$ cat src/tfm_pkg.sv
// ----------------------------------------------------------------------------
// Tenengrad focus measure package
// Shared widths, register indexes and the per-pixel control struct.
// ----------------------------------------------------------------------------
`timescale 1ns / 1ps

package tfm_pkg;

  // Field widths
  localparam int PIX_W  = 8;
  localparam int CFG_W  = 12;
  localparam int SUM_W  = 44;
  localparam int MEAN_W = 21;

  // Sobel gradient, square and per-pixel energy widths
  localparam int GRAD_W = 11;
  localparam int SQ_W   = 20;
  localparam int E_W    = 21;

  // Frame size limits and reset values
  localparam int MIN_SIZE       = 3;
  localparam int WIDTH_RESET    = 640;
  localparam int HEIGHT_RESET   = 480;

  // Divider iteration counter width
  localparam int DIV_CNT_W = 6;

  // Output stream packing: mean, then sum, padded to bytes
  localparam int OUT_W     = MEAN_W + SUM_W;
  localparam int OUT_BYTES = (OUT_W + 7) / 8;

  // Configuration register indexes
  localparam int CFG_IDX_W = 1;
  localparam logic [CFG_IDX_W-1:0] REG_FRAME_WIDTH  = 1'b0;
  localparam logic [CFG_IDX_W-1:0] REG_FRAME_HEIGHT = 1'b1;

  // Control that travels with one pixel down the pipeline
  typedef struct packed {
    logic valid;
    logic interior;
    logic last;
  } pix_ctrl_t;

endpackage

$ cat src/tfm_divider.sv
// ----------------------------------------------------------------------------
// Frame mean divider
// Restoring divider, one quotient bit per cycle. Saturates the quotient to
// the mean width and holds the result until the output stage takes it.
// ----------------------------------------------------------------------------
`timescale 1ns / 1ps

module tfm_divider #(
  parameter int DEN_W = 24
) (
  input  logic                          clk,
  input  logic                          rst,
  input  logic                          start,
  input  logic [tfm_pkg::SUM_W-1:0]     dividend,
  input  logic [DEN_W-1:0]              divisor,
  output logic                          busy,
  output logic                          res_valid,
  input  logic                          res_ready,
  output logic [tfm_pkg::MEAN_W-1:0]    res_mean,
  output logic [tfm_pkg::SUM_W-1:0]     res_sum
);

  localparam int SW = tfm_pkg::SUM_W;
  localparam int MW = tfm_pkg::MEAN_W;

  typedef enum logic [1:0] {
    ST_IDLE,
    ST_RUN,
    ST_DONE
  } div_state_t;

  div_state_t                    state;
  logic [DEN_W-1:0]              den;
  logic [DEN_W-1:0]              rem;
  logic [SW-1:0]                 quo;
  logic [tfm_pkg::DIV_CNT_W-1:0] cnt;
  logic [DEN_W:0]                trial, shifted;
  logic                          fits;

  // Try one subtraction of the divisor
  always_comb begin
    shifted = {rem, quo[SW-1]};
    trial   = shifted - {1'b0, den};
    fits    = !trial[DEN_W];
  end

  // Sequence the iterations and hold the result
  always_ff @(posedge clk) begin
    if (rst) begin
      state <= ST_IDLE;
    end else begin
      unique case (state)
        ST_IDLE: begin
          if (start) begin
            den     <= divisor;
            quo     <= dividend;
            res_sum <= dividend;
            rem     <= '0;
            cnt     <= '0;
            state   <= ST_RUN;
          end
        end
        ST_RUN: begin
          rem <= fits ? trial[DEN_W-1:0] : shifted[DEN_W-1:0];
          quo <= {quo[SW-2:0], fits};
          cnt <= cnt + 1'b1;
          if (cnt == tfm_pkg::DIV_CNT_W'(SW - 1)) begin
            state <= ST_DONE;
          end
        end
        ST_DONE: begin
          if (res_ready) begin
            state <= ST_IDLE;
          end
        end
        default: state <= ST_IDLE;
      endcase
    end
  end

  assign busy      = (state != ST_IDLE);
  assign res_valid = (state == ST_DONE);
  assign res_mean  = (quo[SW-1:MW] != '0) ? {MW{1'b1}} : quo[MW-1:0];

endmodule

$ cat config.mk
export PLATFORM = sky130hd
export DESIGN_NAME = tfm_divider
export DESIGN_NICKNAME = d
export VERILOG_FILES = /design/src/tfm_pkg.sv /design/src/tfm_divider.sv
export SDC_FILE = /design/constraint.sdc
export NUM_CORES = 1
export LEC_CHECK = 0
export BUFFER_PORTS_ARGS = -buffer_cell sky130_fd_sc_hd__buf_2
export CORE_ASPECT_RATIO = 1.4
export CORE_MARGIN = 2
export CORE_UTILIZATION = 30
export DETAILED_ROUTE_END_ITERATION = 7
export PLACE_DENSITY = 0.59
export SYNTH_ARGS = -nofsm -noshare
export SYNTH_HDL_FRONTEND = slang
export SYNTH_SLANG_ARGS = --single-unit
$ cat constraint.sdc
create_clock -name clk -period 15.9 [get_ports clk]
set_clock_uncertainty 0.2 [all_clocks]
set_input_delay 3.18 -clock clk [delete_from_list [all_inputs] [get_ports clk]]
set_output_delay 3.18 -clock clk [all_outputs]
set_load 0.1 [all_outputs]
* Yosys cells after proc, flatten, opt, wreduce, memory -nomap -nowiden
Index checks and enable logic that the tools add are counted.
Operators by class: add/subtract/negate cells 2, $mul 0, div/mod/pow operators 0, magnitude comparators 0, eq/ne operators 6, shift operators 0, muxes and demuxes 12, bitwise gates (word level) 1, reduce and logical (&&, ||, !) cells 8
Operator list (number):
- $pmux 44 s2 | 1
- $mux 24 | 2
- $pmux 24 s2 | 1
- $mux 44 | 1
- $sub 25x24->25 | 1
- $reduce_bool 23->1 | 1
- $mux 21 | 1
- $pmux 6 s2 | 1
- $reduce_and 3->1 | 3
- $add 6x1->6 const B | 1
- $eq 6x6->1 const B | 1
- $mux 2 | 3
- $mux 6 | 1
- $pmux 2 s3 | 1
- $ne 2x2->1 const B | 2
- $reduce_bool 2->1 | 2
- $eq 2x1->1 const B | 1
- $eq 2x2->1 const B | 1
- $logic_not 2->1 | 1
- $ne 2x1->1 const B | 1
- $logic_not 1->1 | 1
- $not 1->1 | 1
Storage, ports and cells: register bits after elaboration 144, bits in latches 0, RAM bits 0, ROM bits 0, input port bits 72, output and inout bits 67, logic and storage cells 35, memories 0

* Longest topological paths before layout
depth in word-level cells 3, gate-level depth with buffers 13, depth with buffers taken out 11

* Worst setup path after synthesis
Ideal clock, no wire load.
path kind input to register, from input rst, to register cnt[0] (netlist name), enable pin, setup time 0.523 ns, data arrival time 10.480 ns, data required time 15.177 ns, slack 4.697 ns, stages on the path 2, path buffers 0, path through nor3b_1 -> o21bai_1
On the way: longest elaborated chain between the ends 2
RTL lines:
- start, declared | line tfm_divider.sv:12 | input logic rst,
- $not 1->1 (no source line)
- $reduce_and 3->1 (no source line)
- end signal, assigned | line tfm_divider.sv:66 | cnt <= cnt + 1'b1;
- end, declared | line tfm_divider.sv:36 | logic [tfm_pkg::DIV_CNT_W-1:0] cnt;
Every way passes these cells. A chain may end at the register's enable or synchronous reset.

* Worst setup path in the final report
from register quo[41], to output res_mean[3] (netlist name)
On the way: longest elaborated chain between the ends 2
RTL lines:
- start, declared | line tfm_divider.sv:35 | logic [SW-1:0] quo;
- start signal, assigned | line tfm_divider.sv:56 | quo <= dividend;
- start signal, assigned | line tfm_divider.sv:65 | quo <= {quo[SW-2:0], fits};
- $reduce_bool 23->1 | line tfm_divider.sv:83 | assign res_mean = (quo[SW-1:MW] != '0) ? {MW{1'b1}} : quo[MW-1:0];
- $mux 21 | line tfm_divider.sv:83
- end, declared | line tfm_divider.sv:19 | output logic [tfm_pkg::MEAN_W-1:0] res_mean,
Every way passes these cells.

==> results_dict.tcl <==
set metrics [dict create \
    r2r_cells 12 \
    maxSlewViolCount 0 \
    syn_area_mm2 0.00705 \
    period_share 0.389 \
    drive_gt1_frac 0.240 \
    worst_slew_pin_slew_ns 1.03 \
    critPathCaptureType "output port" \
    final_common_cell "nand2_1" \
    design_area_mm2 0.00860 \
    antenna_found_initial 0 \
    cts_root_buffer "clkbuf_16" \
    hold_class "reg -> reg" \
    cp_num_buf_inv 1 \
    syn-mean-instance-area_um2 11.4 \
    dpl_cell_area_mm2 0.00803 \
    drt_iter0_drc 202 \
    peakVddDrop_mv 0.0647 \
    setup_violations 0 \
    final_cell_mix "nand2_1, edfxtp_1, buf_2" \
    rrSetupSlack_ns 12.20 \
    startpoint_type "flop" \
    synth-simple-area-share 0.170 \
    cellPowerDensity_mw_per_mm2 126 \
    max_cap_violations 0 \
    yosysWarningCount 0 \
    crit_fanout 21 \
    die_area_mm2 0.0248 \
    syn_nets 717 \
    rsz0062_at_grt "no" \
    ys_types 57 \
    crit_type "reg -> out" \
    cts_sinks 144 \
    initial_core_util 0.305 \
    totalWireLength_mm 16.1 \
    cts_hold_buf 0 \
    cts_resized 0 \
    cp_num_cells 4 \
    grt_max_degree 73 \
    rows 66 \
    yosys-mux-area-fraction 0.0227 \
    ios 139 \
    syn_inst 619 \
    cp_slowest_stage_delay_ns 0.69 \
    synth_compound_area_frac 0.0859 \
    clkTransAtPathRegs_ns 0.06 \
    cp_top_family "simple AND/OR/NAND/NOR gates" \
    gp_congestion 0.774 \
    grt.total_usage 0.136 \
    clock_path_buffers 2 \
    status "completed" \
    routed_via_density 4.62 \
    cts_tree "built" \
    required_ns 12.52 \
    crit_arrival_ns 2.80 \
    total_leakage_power_nw 3.54 \
    ys_seq_area_frac 0.611 \
    core-area_mm2 0.0231 \
    firstDrtPassIters 4 \
    clk_latency_ns 0.43 \
    numCtsBuffers 17 \
    synth_edf_count 142 \
    setup-tns-final_ns 0 \
    slew_headroom 0.314 \
    ant_nets 0 \
    synth_fa_ha_area_frac 0.0472 \
    die_w_um 134 \
    hold_viol_final 0 \
    grt_pass1_wl_mm 26.2 \
    synth_ff_type "edfxtp_1" \
    path_cells "nor4_1, nand4_1, or3_1, buf_2" \
    drc_errors 0 \
    cp_slowest_cell "nand4_1" \
    grt_pass1_vias 5086 \
    route.vias.total 4958 \
    synthXorXnorAreaFrac 0.0248 \
    cts-htree-levels 4 \
    dp_hpwl_mm 11.3 \
    synth_top_family_by_area "simple AND/OR/NAND/NOR gates" \
    synthArstFlopShare 0 \
    antenna_cells 0 \
    io_buffer_count 138 \
    synth-seq-cells 144 \
    final_nets 852 \
    dieHeight_um 185 \
    synthToLayoutAreaGrowth_pct 22.1 \
    grt_overflow 0 \
    cts_setup_buffers 0 \
    wl_per_cell_um 15.0 \
    min_path_cells 2 \
    fmax_ghz 0.162 \
    fin_crit_ns 6.18 \
]
-- report_power, final --
group | internal (mW) | total (mW) | switching [mW]
clock | 0.231 | 0.390 | 0.159
sequential | 0.460 | 0.475 | 0.0147
combinational | 0.0723 | 0.218 | 0.146
-- synth_stat cells (2+ instances only) --
cell,count,area [um2]
o21ai_0,11,55.1
buf_6,4,45.0
nor3_1,4,20.0
ha_1,25,313
a211oi_1,5,37.5
dfxtp_1,2,40.0
o21bai_1,4,30.0
a21o_1,11,82.6
buf_4,3,22.5
nand4_1,4,25.0
edfxtp_1,142,4260
nor3b_1,2,15.0
nand2_1,151,567
nor2_1,36,135
o21ai_1,3,15.0
inv_1,31,116
mux2i_1,16,160
or2_2,2,12.5
or3_1,24,150
a21oi_1,28,140
nand2b_1,8,50.1
nor2b_1,3,18.8
and2_1,7,43.8
xnor2_1,16,140
and3_1,5,31.3
clkbuf_1,17,63.8
nor4_1,5,31.3
a31oi_1,5,31.3
a2111oi_0,3,26.3
nand3_1,6,30.0
o21a_1,4,30.0
xor2_1,4,35.0
o211ai_1,4,30.0
-- flip-flops by register name (all words and copies together), names as in the netlist --
signal / flops
quo: 44
res_sum: 44
den: 24
rem: 24
cnt: 6
state: 2
-- worst min-delay path: cells and delay by family, from the launching register on --
family           cells  cell delay [ns]
DFF                  1             0.34
and+or+nand+nor      2             0.10
-- logic make-up after synthesis --
logic type                 count (synthesis)
xor gates and xnor gates                  20
muxes                                     16
AOI/OAI and AO/OA                         92
adders and majority gates                 26
buffers and inverters                     58
DFF                                      144
and+or+nand+nor                          263
-- area by class of cell --
cell class                      instances  area [um2]
Clock buffer                           19         433
Clock inverter                         13         140
Fill cell                            2364       14500
Inverter                               31         116
Multi-Input combinational cell        417        2500
Sequential cell                       144        4300
Tap cell                              306         383
Timing Repair Buffer                  143         728
-- layer usage --
layer | share of wire | routed length, um | GRT usage | up-vias
met3 | 0.036 | 588 | 0.0345 | 17
met1 | 0.41 | 6680 | 0.151 | 2351
met5 | 0 | 0 | 0 | -
met4 | 0.016 | 253 | 0.0536 | 0
met2 | 0.53 | 8620 | 0.248 | 105
li1 | - | - | - | 2485
-- per-stage QoR --
stage | setup WS, ns | power [mW] | instances | utilization | hold slack, ns
global route | 9.52 | 1.14 | 1073 | 0.372 | 0.363
floorplan | 4.70 | 0.658 | 619 | - | 0.302
finish | 9.72 | 1.08 | 1073 | 0.372 | 0.339
global placement | 9.84 | 0.703 | 1041 | 0.347 | 0.326
CTS | 9.71 | 1.10 | 1073 | 0.372 | 0.346
detailed placement | 9.78 | 0.703 | 1041 | 0.347 | 0.326
-- final timing paths --
path                                     to  startpoint
worst max-delay path            res_mean[3]     quo[41]
worst max register to register      rem[12]     quo[43]
worst min register to register      quo[31]     quo[30]
worst min-delay path                quo[31]     quo[30]
Power figures use the tool's default switching activity.
