**config.mk**
```make
export PLATFORM = sky130hd
export DESIGN_NAME = tfm_gradient
export DESIGN_NICKNAME = d
export VERILOG_FILES = /design/src/tfm_pkg.sv /design/src/tfm_gradient.sv
export SDC_FILE = /design/constraint.sdc
export NUM_CORES = 1
export LEC_CHECK = 0
export ABC_AREA = 0
export BUFFER_PORTS_ARGS = -buffer_cell sky130_fd_sc_hd__buf_2
export CAP_MARGIN = 20
export CORE_MARGIN = 3
export CORE_UTILIZATION = 35
export DETAILED_ROUTE_END_ITERATION = 12
export PLACE_DENSITY = 0.53
export SYNTH_ARGS = -nofsm -noshare
export SYNTH_HDL_FRONTEND = slang
export SYNTH_SLANG_ARGS = --single-unit
```
**constraint.sdc**
```tcl
create_clock -name clk -period 6.85 [get_ports clk]
set_input_delay 1.37 -clock clk [delete_from_list [all_inputs] [get_ports clk]]
set_output_delay 1.37 -clock clk [all_outputs]
set_load 0.05 [all_outputs]
```
**src/tfm_pkg.sv**
```systemverilog
// ----------------------------------------------------------------------------
// Tenengrad focus measure package
// Shared widths, register indexes and the per-pixel control struct.
// ----------------------------------------------------------------------------
`timescale 1ns / 1ps

package tfm_pkg;

  // Field widths
  localparam int PIX_W  = 8;
  localparam int CFG_W  = 12;
  localparam int SUM_W  = 44;
  localparam int MEAN_W = 21;

  // Sobel gradient, square and per-pixel energy widths
  localparam int GRAD_W = 11;
  localparam int SQ_W   = 20;
  localparam int E_W    = 21;

  // Frame size limits and reset values
  localparam int MIN_SIZE       = 3;
  localparam int WIDTH_RESET    = 640;
  localparam int HEIGHT_RESET   = 480;

  // Divider iteration counter width
  localparam int DIV_CNT_W = 6;

  // Output stream packing: mean, then sum, padded to bytes
  localparam int OUT_W     = MEAN_W + SUM_W;
  localparam int OUT_BYTES = (OUT_W + 7) / 8;

  // Configuration register indexes
  localparam int CFG_IDX_W = 1;
  localparam logic [CFG_IDX_W-1:0] REG_FRAME_WIDTH  = 1'b0;
  localparam logic [CFG_IDX_W-1:0] REG_FRAME_HEIGHT = 1'b1;

  // Control that travels with one pixel down the pipeline
  typedef struct packed {
    logic valid;
    logic interior;
    logic last;
  } pix_ctrl_t;

endpackage

```
**src/tfm_gradient.sv**
```systemverilog
// ----------------------------------------------------------------------------
// Sobel gradient energy accumulator
// Keeps the 3x3 window, forms Sx and Sy, squares them and adds the energy
// to a saturating sum. Hands the sum to the divider on a frame's last pixel.
// ----------------------------------------------------------------------------
`timescale 1ns / 1ps

module tfm_gradient (
  input  logic                          clk,
  input  logic                          rst,
  input  tfm_pkg::pix_ctrl_t            ctrl,
  input  logic [tfm_pkg::PIX_W-1:0]     pixel,
  input  logic [2*tfm_pkg::PIX_W-1:0]   taps,
  output logic                          div_start,
  output logic [tfm_pkg::SUM_W-1:0]     div_sum,
  output logic                          last_pending
);

  localparam int PW = tfm_pkg::PIX_W;
  localparam int GW = tfm_pkg::GRAD_W;
  localparam int SW = tfm_pkg::SUM_W;

  logic [PW-1:0] tap_t, tap_m;
  logic [PW-1:0] tl, ml, bl, tc, mc, bc;

  logic signed [GW-1:0] ts, ms, bs, tls, mls, bls, tcs, bcs;
  logic signed [GW-1:0] sx_next, sy_next;
  logic signed [GW-1:0] sx, sy;
  tfm_pkg::pix_ctrl_t   b_ctrl, c_ctrl;

  logic signed [2*GW-1:0]      px, py;
  logic [tfm_pkg::SQ_W-1:0]    sqx, sqy;
  logic [tfm_pkg::E_W-1:0]     energy;
  logic [SW:0]                 acc_wide;
  logic [SW-1:0]               acc, acc_sum;

  assign tap_t = taps[2*PW-1:PW];
  assign tap_m = taps[PW-1:0];

  // Form the Sobel gradients around the center one row up, one column left
  always_comb begin
    ts  = GW'(tap_t);
    ms  = GW'(tap_m);
    bs  = GW'(pixel);
    tls = GW'(tl);
    mls = GW'(ml);
    bls = GW'(bl);
    tcs = GW'(tc);
    bcs = GW'(bc);
    sx_next = (ts - tls) + ((ms - mls) <<< 1) + (bs - bls);
    sy_next = (tls - bls) + ((tcs - bcs) <<< 1) + (ts - bs);
  end

  // Shift the window and register the gradients
  always_ff @(posedge clk) begin
    if (rst) begin
      tl <= '0;
      ml <= '0;
      bl <= '0;
      tc <= '0;
      mc <= '0;
      bc <= '0;
      b_ctrl <= '0;
    end else begin
      b_ctrl <= ctrl;
      if (ctrl.valid) begin
        tl <= tc;
        ml <= mc;
        bl <= bc;
        tc <= tap_t;
        mc <= tap_m;
        bc <= pixel;
        sx <= sx_next;
        sy <= sy_next;
      end
    end
  end

  // Square the gradients
  assign px = sx * sx;
  assign py = sy * sy;

  always_ff @(posedge clk) begin
    if (rst) begin
      c_ctrl <= '0;
    end else begin
      c_ctrl <= b_ctrl;
      if (b_ctrl.valid) begin
        sqx <= px[tfm_pkg::SQ_W-1:0];
        sqy <= py[tfm_pkg::SQ_W-1:0];
      end
    end
  end

  // Add the energy of interior pixels with saturation at the top of the sum
  always_comb begin
    energy   = tfm_pkg::E_W'(sqx) + tfm_pkg::E_W'(sqy);
    acc_wide = (SW + 1)'(acc) + (SW + 1)'(energy);
    if (c_ctrl.interior) begin
      acc_sum = acc_wide[SW] ? {SW{1'b1}} : acc_wide[SW-1:0];
    end else begin
      acc_sum = acc;
    end
  end

  // Hold the sum, clear it after the frame's last pixel
  always_ff @(posedge clk) begin
    if (rst) begin
      acc <= '0;
    end else if (c_ctrl.valid) begin
      acc <= c_ctrl.last ? '0 : acc_sum;
    end
  end

  assign div_start    = c_ctrl.valid && c_ctrl.last;
  assign div_sum      = acc_sum;
  assign last_pending = (b_ctrl.valid && b_ctrl.last) || (c_ctrl.valid && c_ctrl.last);

endmodule

```
; ---- Word-level counts from Yosys, hierarchy flattened
; Cells that the tools add are included.
[totals]
output_inout_bits = 46
elab_cells = 40
input_bits = 29
ff_bits = 160
[op_classes]
reduce_logical = 5
multipliers = 2
bitwise = 1
addsub = 12
n_mux = 3
[op_table]
columns = cell, n
row1 = two-way mux 44 bit, 3
row2 = subtractor 8 x 8 -> 9 bit, 6
row3 = adder 44 x 21 -> 45 bit, 1
row4 = multiplier 11 x 11 -> 20 bit, 2
row5 = adder 11 x 9 -> 11 bit, 2
row6 = adder 9 x 10 -> 11 bit, 2
row7 = adder 20 x 20 -> 21 bit, 1
row8 = AND reduction 2 bit, 2
row9 = logical AND 1 bit, 2
row10 = logical OR 1 bit, 1
row11 = inverter 1 bit, 1

; ---- Longest topological paths before layout
[logic_depth]
word_depth = 5
ltp_mapped = 21
ltp_nobuf = 21

; ---- Worst setup path after synthesis
; OpenSTA, ideal clock, no wires.
[synth_timing]
path_type = flip-flop to flip-flop
start = reg sy[2]
end = reg sqy[19] in the netlist's numbering (data pin)
t_required_ps = 6590
setup_time_ps = 260
path_stages_with_launch = 22
t_arrival_ps = 5091
synth_period_minus_slack_ps = 5351
path_slack_ps = 1499
n_path_buf = 1
path_cell_list = edfxtp_1 > clkbuf_1 > nand2_1 > fa_1 > inv_1 > fa_1 > inv_1 > fa_1 > inv_1 > fa_1 > inv_1 > fa_1 > inv_1 > ha_1 > o21ai_0 > nand2b_1 > o31ai_1 > o21ai_0 > o41ai_1 > o2111ai_1 > a21oi_1 > xnor2_1
[synth_via]
elab_chain_cells = 1
[synth_rtl]
columns = element, line
row1 = "start, declared", tfm_gradient.sv:28  ; logic signed [GW-1:0] sx, sy;
row2 = "start signal, assigned", tfm_gradient.sv:74  ; sy <= sy_next;
row3 = multiplier 11 x 11 -> 20 bit, tfm_gradient.sv:81  ; assign py = sy * sy;
row4 = net py[19], tfm_gradient.sv:31  ; logic signed [2*GW-1:0] px, py;
row5 = "end signal, assigned", tfm_gradient.sv:90  ; sqy <= py[tfm_pkg::SQ_W-1:0];
row6 = "end, declared", tfm_gradient.sv:32  ; logic [tfm_pkg::SQ_W-1:0] sqx, sqy;
; The timed path passes the listed nets, and every way through them passes these cells.
; A chain may end at the register's enable or synchronous reset.

; ---- Final worst setup path
[layout_timing]
start = reg sqy[4] in the netlist's numbering
end = out div_sum[29] in the netlist's numbering
[layout_via]
elab_chain_cells = 4
[layout_rtl]
columns = element, line
row1 = adder 20 x 20 -> 21 bit, tfm_gradient.sv:97  ; energy = tfm_pkg::E_W'(sqx) + tfm_pkg::E_W'(sqy);
row2 = adder 44 x 21 -> 45 bit, tfm_gradient.sv:98  ; acc_wide = (SW + 1)'(acc) + (SW + 1)'(energy);
row3 = two-way mux 44 bit, tfm_gradient.sv:100  ; acc_sum = acc_wide[SW] ? {SW{1'b1}} : acc_wide[SW-1:0];
row4 = two-way mux 44 bit, tfm_gradient.sv:99  ; if (c_ctrl.interior) begin
row5 = "end, declared", tfm_gradient.sv:15  ; output logic [tfm_pkg::SUM_W-1:0] div_sum,
; Every way passes these cells.

==> summary.md <==
| Metric | Value |
|---|---|
| Layout area overhead | 9.12% |
| Num ports | 75 |
| Cts repair resizes | 0 |
| Detail Route Antenna Nets | 0 |
| Row cnt | 83 |
| Final setup vio count | 0 |
| DRT Pass-1 Iters | 5 |
| Final GP Congestion | 0.843 |
| Slowest CP cell | a2111oi_0 |
| H-tree levels | 4 |
| Post-DP HPWL | 33100 um |
| Outcome | finished clean |
| Net count reported at finish | 2454 |
| Count leader, synth | inv_1 |
| Post-Syn Area | 18400 um2 |
| Final Hold Viols | 0 |
| Synth area leader | fa_1 |
| Largest net degree at the start of global routing | 51 |
| DR DRC count | 0 |
| Initial DRC count | 665 |
| Clk_skew | 0.0163 ns |
| Drt wl/cell | 14.9 um |
| # clock sinks | 158 |
| Worst slew margin | 0.442 |
| Netlist cell types | 73 |
| CTS Buffer Depth | 2 |
| Starting Density | 0.356 |
| Area post-placement | 19400 um2 |
| Core box area | 51600 um2 |
| Via/cell ratio | 4.81 |
| Vias | 13000 |
| Critical-path cell list | fa_1 > ha_1 > a2111oi_0 > o21ai_0 > nand3_1 > nand2_1 > a21oi_2 > nor2_1 > and3_1 > o21ai_0 > buf_2 |
| Top cells by area, synth | fa_1 (26%), ha_1 (12%), dfxtp_1 (11%), edfxtp_1 (9.8%), inv_1 (8.1%) |
| Fin crit period | 5.92 ns |
| Vias in the first global route | 13700 |
| Max Fclk | 0.169 GHz |
| GRT Overall Usage | 0.152 |
| Die Area | 55200 um2 |
| Post-CTS Repair Setup Buffers | 0 |
| CTS tree | done |
| Min-Delay Path Class | register to register |
| CP dominant cell by count | o21ai_0 |
| Clk_lat worst skew | 0.46 ns |
| Count of pins over their slew limit | 0 |
| Share of post-route cells with drive strength above 1 | 0.0714 |
| # port buffers | 74 |
| Worst Path Arrival | 4.55 ns |
| Final Hold Slack | 0.451 ns |
| Crit-path max FO | 10 |
| Post-synthesis sequential area ratio | 0.205 |
| Yosys reg bits | 158 |
| Synth top area share | 0.255 |
| Critical Path Source Type | register |
| Number of flops mapped to enable cells by yosys | 60 |
| Reg clk slew, reported paths | 0.07 ns |
| Initial antenna violation count | 3 |
| Die X-Extent | 235 um |
| Cts hold-fix bufs | 0 |
| First-pass GRT wire length | 69000 um |
| Internal reg-to-reg setup slack | 1.07 ns |
| WS Path Type | register to output pin |
| Die Span Y | 235 um |
| Post-synthesis average cell area | 9.34 um2 |
| Post-Synthesis Cells | 1966 |
| CP Capture Type | output pin |
| Crit share post-route | 0.865 |
| Setup TNS | 0 ns |
| Unrepaired setup endpoints after global routing | false |
| Actual slew at the worst max-slew pin | 0.837 ns |
| Worst EP required | 5.48 ns |
| Synth warn | 0 |
| Root buffer cell | clkbuf_16 |
| Overflow after GRT | 0 |
| Async SR Flop Fraction | 0 |
| Top_reg_cell synth | dfxtp_1 |
| Final wirelength | 40500 um |
| Max-cap viol count | 0 |
| Crit path largest cell delay | 0.51 ns |
| Total clock buffers created by CTS | 17 |
| Fin area | 20000 um2 |
| Top cells by count, synth | inv_1 (395), fa_1 (234), ha_1 (172) |
[cells in the final DEF (no fill, tap or decap), drive strengths merged, types with 7 or more instances in the layout]
master  count
ha        172
edfxtp     60
and2       62
or3         9
buf        85
a21oi      87
a21o       30
a31oi      15
nand2     106
o21ai      58
or2         7
fa        234
nand2b     19
nor2b      37
dfxtp      98
a22o       15
nand3      18
nand4       7
nor2      135
xor2       25
clkbuf     19
o21a       10
xnor2     103
mux2i      50
o22a       14
and3       19
a211oi      9
nor3       21
a21boi     10
o21bai     16
inv       399
a31o        8
[flip-flops by register name (all words and copies together) (netlist names), 11 cells and up]
name  count
sqy      19
sx       11
acc      44
sy       11
sqx      19
[final timing paths]
check	from	endpoint	cells after the start
setup / recovery	sqy[4]	div_sum[29]	11
hold / removal	b_ctrl[1]	c_ctrl[1]	1
setup reg to reg	sy[2]	sqy[19]	17
hold reg to reg	b_ctrl[1]	c_ctrl[1]	1
[per-layer routing]
metal	GRT usage	up-vias	share of wire
met2	0.254	207	0.46
li1	-	6459	-
met4	0.0352	2	0.013
met3	0.0273	38	0.039
met5	0	-	0.00032
met1	0.206	6340	0.48
[cells by family (layout without fill, tap and decap cells)]
family,Yosys count,after routing,share of synthesized area
AND/OR/NAND/NOR,463,463,0.127
buffers and inverters,447,512,0.0929
adder cells (fa/ha/maj),406,406,0.372
AO/OA/AOI/OAI,312,312,0.113
flip-flops,158,158,0.205
XOR/XNOR,128,128,0.0611
multiplexers,51,51,0.0279
other,1,3,0.000204
[metrics by stage]
| step | util | std cells | setup slack (ns) |
|---|---|---|---|
| 2_1_floorplan | - | 1967 | 1.50 |
| 3_3_place_gp | 0.377 | 2678 | 1.16 |
| 3_5_place_dp | 0.377 | 2678 | 1.02 |
| 4_1_cts | 0.387 | 2710 | 0.897 |
| 5_1_grt | 0.388 | 2712 | 0.667 |
| 6_report | 0.388 | 2713 | 0.928 |
[worst max-delay path: cells and delay by family, from the launching register on]
kind / cells / cell delay, ns
buffers and inverters: 1 / 0.33
AO/OA/AOI/OAI: 4 / 1.58
AND/OR/NAND/NOR: 4 / 0.89
adder cells (fa/ha/maj): 2 / 0.81
flip-flops: 1 / 0.49
[layout make-up]
cell class / count / area, um2
Antenna cell: 1 / 2.50
Sequential cell: 158 / 3760
Clock buffer: 19 / 454
Timing Repair Buffer: 85 / 485
Clock inverter: 13 / 87.6
Inverter: 395 / 1480
Tap cell: 680 / 851
Fill cell: 5169 / 31600
Multi-Input combinational cell: 1362 / 12900
Power is left out: the tool's default activity adds up to more than one toggle a clock period on the data nets, which glitch-free logic cannot reach.
